$ cat src/hdl/lba_sector_disk_port_macros.svh
// Assertion shorthands for the disk port. Both sample on the rising edge of aclk
// and are switched off while aresetn is low.
`ifndef LBA_SECTOR_DISK_PORT_MACROS_SVH
`define LBA_SECTOR_DISK_PORT_MACROS_SVH

// Same-cycle implication.
`define LBADP_ASSERT_NOW(label, ante, cons, msg) \
    label: assert property (@(posedge aclk) disable iff (!aresetn) (ante) |-> (cons)) \
        else $error(msg);

// Next-cycle implication.
`define LBADP_ASSERT_NEXT(label, ante, cons, msg) \
    label: assert property (@(posedge aclk) disable iff (!aresetn) (ante) |=> (cons)) \
        else $error(msg);

`endif

$ cat src/hdl/lbadp_pkg.sv
package lbadp_pkg;

    // Bus access codes.
    localparam logic [1:0] OP_REG_WR  = 2'd0;
    localparam logic [1:0] OP_REG_RD  = 2'd1;
    localparam logic [1:0] OP_DATA_WR = 2'd2;
    localparam logic [1:0] OP_DATA_RD = 2'd3;

    // Command/status register values.
    localparam logic [7:0] STATUS_READY  = 8'h08;
    localparam logic [7:0] STATUS_WR_ERR = 8'h34;
    localparam logic [7:0] STATUS_RD_ERR = 8'h24;
    localparam logic [7:0] STATUS_DONE   = 8'h00;

    // Task register indexes that the data port uses.
    localparam logic [2:0] REG_DATA   = 3'd0;
    localparam logic [2:0] REG_COUNT  = 3'd2;
    localparam logic [2:0] REG_LBA0   = 3'd3;
    localparam logic [2:0] REG_LBA1   = 3'd4;
    localparam logic [2:0] REG_LBA2   = 3'd5;
    localparam logic [2:0] REG_LBA3   = 3'd6;
    localparam logic [2:0] REG_STATUS = 3'd7;

    localparam logic [7:0] LBA_TOP_MASK = 8'h0F;

    localparam int NUM_REGS      = 8;
    localparam int SECTOR_BYTES  = 512;
    localparam int SECTOR_SHIFT  = 9;
    localparam int LBA_W         = 28;
    localparam int CNT_W         = 18;
    localparam int MEM_BYTES_DEF = 1048576;

    typedef struct packed {
        logic [1:0] opcode;
        logic [2:0] reg_index;
        logic [7:0] write_value;
    } item_t;

    typedef struct packed {
        logic [7:0] read_value;
        logic [7:0] status_value;
        logic       save_request;
        logic       use_mem;        // read_value comes from the store read data
    } res_t;

    typedef struct packed {
        logic wr;
        logic rd;
    } mreq_t;

endpackage

$ cat src/hdl/lbadp_core.sv
module lbadp_core #(
    parameter int MEM_BYTES = lbadp_pkg::MEM_BYTES_DEF,
    parameter int ADDR_W    = $clog2(lbadp_pkg::MEM_BYTES_DEF)
) (
    input  logic                 aclk,
    input  logic                 aresetn,
    input  logic                 proc,
    input  lbadp_pkg::item_t     item,
    input  logic [7:0]           mem_q,
    output lbadp_pkg::res_t      res,
    output lbadp_pkg::mreq_t     mreq,
    output logic [ADDR_W-1:0]    mem_addr,
    output logic [7:0]           mem_wdata
);

    localparam logic [lbadp_pkg::LBA_W-1:0] LBA_LIMIT =
        lbadp_pkg::LBA_W'((MEM_BYTES + lbadp_pkg::SECTOR_BYTES - 1) / lbadp_pkg::SECTOR_BYTES);
    localparam logic [ADDR_W:0]   MEM_SIZE = (ADDR_W + 1)'(MEM_BYTES);
    localparam logic [ADDR_W-1:0] MEM_LAST = ADDR_W'(MEM_BYTES - 1);
    localparam int START_W = lbadp_pkg::LBA_W + lbadp_pkg::SECTOR_SHIFT;

    logic [7:0]                   regs_reg  [lbadp_pkg::NUM_REGS];
    logic [7:0]                   regs_eff  [lbadp_pkg::NUM_REGS];
    logic [7:0]                   regs_next [lbadp_pkg::NUM_REGS];
    logic [lbadp_pkg::CNT_W-1:0]  cnt_reg, cnt_next, cnt_inc, limit;
    logic [ADDR_W-1:0]            cmod_reg, cmod_next;
    logic                         pend_reg, pend_next;
    logic [lbadp_pkg::LBA_W-1:0]  lba;
    logic [START_W-1:0]           start_w;
    logic [ADDR_W:0]              idx_sum;
    logic                         start_bad;
    logic                         is_data, is_write;
    logic [7:0]                   lba_top;

    // Address and limit arithmetic from the current task registers.
    always_comb begin
        for (int i = 0; i < lbadp_pkg::NUM_REGS; i++) begin
            regs_eff[i] = regs_reg[i];
        end
        // A data read of the previous item lands in the data register now.
        if (pend_reg) begin
            regs_eff[lbadp_pkg::REG_DATA] = mem_q;
        end
        lba_top   = regs_eff[lbadp_pkg::REG_LBA3] & lbadp_pkg::LBA_TOP_MASK;
        lba       = {lba_top[3:0], regs_eff[lbadp_pkg::REG_LBA2],
                     regs_eff[lbadp_pkg::REG_LBA1], regs_eff[lbadp_pkg::REG_LBA0]};
        start_bad = (lba >= LBA_LIMIT);
        start_w   = {lba, {lbadp_pkg::SECTOR_SHIFT{1'b0}}};
        idx_sum   = {1'b0, start_w[ADDR_W-1:0]} + {1'b0, cmod_reg};
        if (idx_sum >= MEM_SIZE) begin
            idx_sum = idx_sum - MEM_SIZE;
        end
        cnt_inc = cnt_reg + 1'b1;
        limit   = {1'b0, regs_eff[lbadp_pkg::REG_COUNT], {lbadp_pkg::SECTOR_SHIFT{1'b0}}};
    end

    assign mem_addr  = idx_sum[ADDR_W-1:0];
    assign mem_wdata = item.write_value;

    // Access decode and transfer control for one item.
    always_comb begin
        for (int i = 0; i < lbadp_pkg::NUM_REGS; i++) begin
            regs_next[i] = regs_eff[i];
        end
        cnt_next  = cnt_reg;
        cmod_next = cmod_reg;
        pend_next = 1'b0;
        res       = '0;
        mreq      = '0;
        is_data   = 1'b0;
        is_write  = 1'b0;

        if (proc) begin
            unique case (item.opcode)
                lbadp_pkg::OP_REG_WR: begin
                    regs_next[item.reg_index] = item.write_value;
                end
                lbadp_pkg::OP_REG_RD: begin
                    res.read_value = regs_eff[item.reg_index];
                end
                lbadp_pkg::OP_DATA_WR: begin
                    regs_next[lbadp_pkg::REG_DATA] = item.write_value;
                    is_data  = 1'b1;
                    is_write = 1'b1;
                end
                lbadp_pkg::OP_DATA_RD: begin
                    res.read_value = regs_eff[lbadp_pkg::REG_DATA];
                    is_data = 1'b1;
                end
            endcase
        end

        // The data port moves a byte only while the status shows ready.
        if (is_data && regs_eff[lbadp_pkg::REG_STATUS] == lbadp_pkg::STATUS_READY) begin
            if (start_bad) begin
                regs_next[lbadp_pkg::REG_STATUS] = is_write ? lbadp_pkg::STATUS_WR_ERR
                                                            : lbadp_pkg::STATUS_RD_ERR;
                cnt_next  = '0;
                cmod_next = '0;
            end else begin
                mreq.wr     = is_write;
                mreq.rd     = !is_write;
                pend_next   = !is_write;
                res.use_mem = !is_write;
                if (cnt_inc > limit) begin
                    regs_next[lbadp_pkg::REG_STATUS] = lbadp_pkg::STATUS_DONE;
                    cnt_next         = '0;
                    cmod_next        = '0;
                    res.save_request = is_write;
                end else begin
                    cnt_next  = cnt_inc;
                    cmod_next = (cmod_reg == MEM_LAST) ? '0 : cmod_reg + 1'b1;
                end
            end
        end

        res.status_value = regs_next[lbadp_pkg::REG_STATUS];
    end

    // Task registers, byte counter, its wrapped copy and the pending-read flag.
    always_ff @(posedge aclk) begin
        if (!aresetn) begin
            for (int i = 0; i < lbadp_pkg::NUM_REGS; i++) begin
                regs_reg[i] <= '0;
            end
            cnt_reg  <= '0;
            cmod_reg <= '0;
            pend_reg <= 1'b0;
        end else begin
            for (int i = 0; i < lbadp_pkg::NUM_REGS; i++) begin
                regs_reg[i] <= regs_next[i];
            end
            cnt_reg  <= cnt_next;
            cmod_reg <= cmod_next;
            pend_reg <= pend_next;
        end
    end

endmodule
$ cat config.mk
export PLATFORM = sky130hd
export DESIGN_NAME = lbadp_core
export DESIGN_NICKNAME = d
export VERILOG_FILES = /design/src/hdl/lba_sector_disk_port_macros.svh /design/src/hdl/lbadp_pkg.sv /design/src/hdl/lbadp_core.sv
export SDC_FILE = /design/constraint.sdc
export NUM_CORES = 1
export LEC_CHECK = 0
export ABC_AREA = 1
export BUFFER_PORTS_ARGS = -buffer_cell sky130_fd_sc_hd__buf_2
export CAP_MARGIN = 20
export CORE_MARGIN = 3
export CORE_UTILIZATION = 41
export DETAILED_ROUTE_END_ITERATION = 12
export PLACE_DENSITY = 0.58
export SETUP_SLACK_MARGIN = 0.4
export SLEW_MARGIN = 20
export SYNTH_ARGS = -nofsm -noshare
export SYNTH_HDL_FRONTEND = slang
export SYNTH_SLANG_ARGS = --single-unit
export TNS_END_PERCENT = 50
$ cat constraint.sdc
create_clock -name aclk -period 5.5 [get_ports aclk]
set_clock_uncertainty 0.1 [all_clocks]
set_input_delay 1.1 -clock aclk [delete_from_list [all_inputs] [get_ports aclk]]
set_output_delay 1.1 -clock aclk [all_outputs]
set_load 0.01 [all_outputs]
==> flow_summary.ini, run 1 <==
[grt]
grt_remaining_overflow = 0
first_global_vias = 5237
grt_pass1_wl_um = 27660
grt_max_degree = 58
gr-usage-all-layers = 0.2116
grt_antenna_before_repair = 0

[detailed_routing]
route.met3.wl_um = 945
route.met2.wl_um = 7521
post-route-drc-count = 0
avgRoutedWirePerCell_um = 15.11
dr.pass1.iters = 5
top_layer = met4
routed_wl_um = 16990
num_vias = 5763
viasPerCell = 5.123
wl_met1_um = 8201
ant_nets = 0
drt_first_iter_violations = 399

[timing]
tightest_slew_ns = 0.9114
drv_slew = 0
finalSetupViolations = 0
slew_headroom = 0.3902
post-route-min-period_ns = 4.655
rsz0062_at_grt = no
setup_tns_ns = 0
worst_slack_ns = 0.8452
fmax_mhz = 214.8
finalCritPeriodShare = 0.8463
final_hold_viol_count = 0

[synth]
synth_top_cell_area_share = 0.3331
synth_top_family_by_area = simple AND/OR/NAND/NOR gates
synth_seq_area_share = 0.3331
post-synth-top-count-cell = nand2_1
synth_common_cells = 163 x nand2_1, 111 x a21oi_1, 107 x inv_1, 103 x dfxtp_1, 102 x nor2_1
synth-xor-area-share = 0.03941
syn_nets = 951
ys_top_cells_by_area = dfxtp_1 33%, nand2_1 9.9%, a21oi_1 9.0%
synth_cell_types = 41
syn_area_per_cell_um2 = 6.841
synth_compound_area_frac = 0.2078
ys_async_sr_fraction = 0
yosysWarnings = 0
synthSimpleGateAreaFrac = 0.2385
netlist_area_mm2 = 0.006191
muxShareOfSynthArea = 0.01415
syn-instance-count = 905
synth_top_area_cell = dfxtp_1
ys.flop_type = dfxtp_1
synth_seq_cells = 103
yosys.area_share.adder = 0.04568
synth_edf_count = 0

[min_path]
min_path_type = reg2reg
whs_endpoint = cnt_reg[17]$_SDFFE_PN0P_
hold_path_depth = 2
min_from = cnt_reg[17]$_SDFFE_PN0P_

[power_and_ir_drop]
p_per_area_mw_per_mm2 = 225.7
total_leakage_power_nw = 2.937
vdd_ir_drop_max_mv = 0.1485

[run]
cap_viol_max_count = 0

[layout]
multiInputGateArea_mm2 = 0.003377
fill_cells = 1550
syn_to_final_growth_pct = 9.256
antenna_cells = 0
drive_above_1_share = 0.1392
fin_util = 0.4619
fin_nets = 982
seq_area_mm2 = 0.002063
final_design_area_no_fill_mm2 = 0.006764

[outcome]
status = completed

[setup_path]
crit_family = simple AND/OR/NAND/NOR gates
reg2reg_slack_ns = 1.99
r2r-start = cnt_reg[1]$_SDFFE_PN0P_
reg2reg_depth = 23
critPathMaxStageDelay_ns = 0.42
crit_required_ns = 4.30
crit_buf_inv = 3
crit_chain = ha_1, nand2_1, nor2_2, nand2_2, nor2_4, nand3_1, nor2_1, nand2_1, xor2_1, inv_1, ha_1, nand2_1, nor2_1, nand2_1, nor2_1, nand2_1, nor2_1, nand3_1, nand2_2, nand3b_1, nand2_1, inv_1, nor2_1, buf_2
arrival_ns = 3.45
reg2reg_to = cnt_reg[8]$_SDFFE_PN0P_
critPathKind = reg2out
cp_slowest_cell = dfxtp_1
cp.depth = 24
crit_top_cell = nand2_1
crit_path_end_kind = primary output
cp-start-kind = flop
critPathMaxFanout = 6

[placement]
portBuffers = 71
dpl.hpwl_um = 12830
place_congestion = 0.8738
pre_cts_slack_ns = 1.155
place_area_mm2 = 0.006464

[floorplanning]
die-area_mm2 = 0.01661
start_util = 0.4228
die_h_um = 128.9
coreArea_mm2 = 0.01464
rows = 44
die_w_um = 128.9
io_pins = 72

[clock_tree]
cts_buffers = 9
h-tree-depth = 3
cts_root_buf = clkbuf_16
ctsLongestPathBuffers = 2
clock_sinks = 103
cts_tree = yes
insertion_delay_ns = 0.35
post_cts_buffers = 0
ctsHoldBuffers = 0
clk_pin_slew_ns = 0.07
-- cells by family after synthesis --
| group | Yosys count |
|---|---|
| buffers and inverters | 165 |
| AO/OA/AOI/OAI | 233 |
| adder cells (fa/ha/maj) | 22 |
| XOR/XNOR | 27 |
| flip-flops | 103 |
| multiplexers | 8 |
| AND/OR/NAND/NOR | 347 |
-- tightest hold or removal path: stages (launching register included) --
cell and delay [ns]:
dfxtp_1 0.32, inv_1 0.07, nor3_1 0.05
-- routing by layer --
layer	global-route usage	vias to the layer above
li1	-	3008
met1	0.2992	2576
met2	0.3256	157
met3	0.03778	22
met4	0.07165	0
met5	0	-
-- how the worst max path moves through the flow --
stage	startpoint	end	slack, ns
after global routing	cnt_reg[1]$_SDFFE_PN0P_	res[5]	0.43
after floorplan	cnt_reg[0]$_SDFFE_PN0P_	res[5]	1.60
after detailed placement	cnt_reg[0]$_SDFFE_PN0P_	res[5]	1.15
final	cnt_reg[1]$_SDFFE_PN0P_	res[5]	0.85
after CTS	cnt_reg[0]$_SDFFE_PN0P_	res[5]	0.74
after global placement	cnt_reg[0]$_SDFFE_PN0P_	res[5]	1.25
-- cells in the final DEF, fill, tap and decap left out, types with 2 or more instances in the layout --
cell	count
a21oi_1	111
a21oi_2	9
a22o_1	5
a31oi_1	4
buf_2	71
buf_4	3
clkbuf_1	2
clkbuf_16	9
dfxtp_1	102
ha_1	21
inv_1	107
inv_2	3
inv_6	2
mux2_2	6
mux2i_1	2
nand2_1	163
nand2_2	13
nand3_1	30
nand4_1	15
nor2_1	102
nor2_2	6
nor2_4	2
nor3_1	11
nor3_2	2
o2111ai_1	3
o211ai_1	2
o21ai_0	82
o22ai_1	2
o2bb2ai_1	5
o31ai_1	7
xnor2_1	7
xor2_1	19
-- through the flow --
step / hold WS (ns) / instances / power (mW)
global route: 0.3953 / 1125 / 1.587
floorplan: 0.3392 / 905 / 0.8424
CTS: 0.3750 / 1125 / 1.540
global placement: 0.3595 / 1109 / 0.8795
detailed placement: 0.3617 / 1109 / 0.8800
finish: 0.3711 / 1125 / 1.527
-- timing repair --
action,4_1_cts,5_1_grt
resized for setup,0,1
endpoints found under the hold margin,0,0
setup endpoints to repair,0,1
-- power breakdown --
| group | switching (mW) | total (mW) | internal (mW) |
|---|---|---|---|
| Combinational | 0.0755 | 0.105 | 0.0295 |
| Clock | 0.295 | 0.664 | 0.369 |
| Sequential | 0.00449 | 0.758 | 0.753 |
-- cell type report --
type	count	share of cell area
Clock buffer	12	0.03644
Inverter	111	0.06160
Sequential cell	103	0.3050
Clock inverter	4	0.007769
Tap cell	184	0.03404
Timing Repair Buffer	74	0.05586
Multi-Input combinational cell	637	0.4993
(Power assumes the default switching activity.)
==> inputs of run 2 (changes only) <==
Clock period 5.5 ns to 4.7 ns, I/O delays scaled along.
==> run 2 against run 1 <==
Compared with the run above:
- flip-flop and latch count unchanged
- clock power increased by 28%
- worst hold slack improved by 0.0044 ns
- non-clock buffer count increased by 5
- critical path type unchanged
- largest cell class unchanged
==> flow_summary.ini, run 2 (same netlist as run 1, synthesis figures left out) <==
[timing]
fmax_mhz = 239.1
setup_tns_ns = 0
tightest_slew_ns = 0.9259
finalSetupViolations = 0
drv_slew = 0
post-route-min-period_ns = 4.183
rsz0062_at_grt = yes
finalCritPeriodShare = 0.8899
slew_headroom = 0.3805
final_hold_viol_count = 0
worst_slack_ns = 0.5174

[floorplanning]
start_util = 0.4228
rows = 44
die_h_um = 128.9
io_pins = 72
die_w_um = 128.9
die-area_mm2 = 0.01661
coreArea_mm2 = 0.01464

[grt]
gr-usage-all-layers = 0.2128
grt_remaining_overflow = 0
first_global_vias = 5375
grt_pass1_wl_um = 27890
grt_max_degree = 58
grt_antenna_before_repair = 0

[power_and_ir_drop]
p_per_area_mw_per_mm2 = 270.4
vdd_ir_drop_max_mv = 0.1739
total_power_mw = 1.865
total_leakage_power_nw = 2.975

[setup_path]
reg2reg_depth = 24
cp.depth = 24
crit_path_end_kind = primary output
critPathMaxFanout = 8
crit_buf_inv = 3
cp-start-kind = flop
critPathMaxStageDelay_ns = 0.40
reg2reg_slack_ns = 1.32
arrival_ns = 3.14
crit_chain = ha_4, nand2_1, nor2_2, nand2_2, nor2_4, nand3_4, nor2_4, nand2_1, xor2_1, inv_1, ha_1, nand2_1, nor2_1, nand2_1, nor2_1, nand2_1, nor2_1, nand3_1, nand2_2, nand3b_1, nand2_1, inv_1, nor2_1, buf_2
crit_family = simple AND/OR/NAND/NOR gates
critPathKind = reg2out
crit_top_cell = nand2_1
cp_slowest_cell = dfxtp_4
crit_required_ns = 3.66

[outcome]
status = completed

[clock_tree]
ctsLongestPathBuffers = 2
cts_tree = yes
cts_root_buf = clkbuf_16
clk_pin_slew_ns = 0.07
insertion_delay_ns = 0.36
clock_sinks = 103
cts_buffers = 9
h-tree-depth = 3
ctsHoldBuffers = 0

[placement]
dpl.hpwl_um = 12800
place_congestion = 0.8721
portBuffers = 71
place_area_mm2 = 0.006471
pre_cts_slack_ns = 0.5780

[detailed_routing]
avgRoutedWirePerCell_um = 15.38
drt_first_iter_violations = 558
viasPerCell = 5.161
post-route-drc-count = 0
ant_nets = 0
routed_wl_um = 17360
num_vias = 5827
dr.pass1.iters = 5

[layout]
drive_above_1_share = 0.1534
fin_util = 0.4709
fin_nets = 987
final_design_area_no_fill_mm2 = 0.006895
mostFrequentLayoutCell = nand2_1
final_cell_mix = 163 x nand2_1, 111 x a21oi_1, 107 x inv_1, 101 x nor2_1, 98 x dfxtp_1
syn_to_final_growth_pct = 11.38
antenna_cells = 0

[run]
cap_viol_max_count = 0

[min_path]
hold_path_depth = 2
min_path_type = reg2reg
## run 2: stage by stage
stage,instances,hold WS (ns)
final,1129,0.3755
after CTS,1127,0.3739
after floorplan,905,0.3392
after global placement,1110,0.3549
after global routing,1129,0.3913
after detailed placement,1110,0.3627
## run 2: what timing repair did
action / 4_1_cts / 5_1_grt
pin swaps: 1 / 5
gates cloned: 0 / 0
gates resized for setup: 7 / 11
buffers inserted: 2 / 2
setup endpoints to repair: 1 / 2
## run 2: per-layer routing
layer	vias to the layer above	wire length [um]	part of all wire	track usage
met5	-	0	0	0
met2	152	8005	0.46	0.3448
li1	3019	-	-	-
met1	2643	8227	0.47	0.2949
met4	0	165	0.0095	0.05188
met3	13	960	0.055	0.03819
## run 2: cell type report
type | instances | area, um2
fillers | 1502 | 7749
multi-input cells | 637 | 3430
flip-flops and latches | 103 | 2076
inverters | 111 | 416.7
repair buffers | 79 | 415.4
clock buffers | 11 | 232.7
well taps | 184 | 230.2
clock inverters | 4 | 95.09
## run 2: report_power, final
| part | total, mW | switching [mW] | leakage, nW | internal (mW) |
|---|---|---|---|---|
| logic | 0.127 | 0.0897 | 1.98 | 0.0372 |
| clock network | 0.852 | 0.335 | 0.160 | 0.518 |
| registers | 0.885 | 0.00529 | 0.835 | 0.880 |
| total | 1.86 | 0.430 | 2.97 | 1.43 |
## run 2: path summary, 6_finish.rpt
| check | start | end |
|---|---|---|
| worst min-delay path | cnt_reg[17]$_SDFFE_PN0P_ | cnt_reg[17]$_SDFFE_PN0P_ |
| worst min register to register | cnt_reg[17]$_SDFFE_PN0P_ | cnt_reg[17]$_SDFFE_PN0P_ |
| worst max-delay path | cnt_reg[0]$_SDFFE_PN0P_ | res[5] |
| worst max register to register | cnt_reg[0]$_SDFFE_PN0P_ | cnt_reg[1]$_SDFFE_PN0P_ |
## run 2: tightest hold or removal path, cell delays in order (launching register included)
cell     delay (ns)
dfxtp_1        0.32
inv_1          0.07
nor3_1         0.05
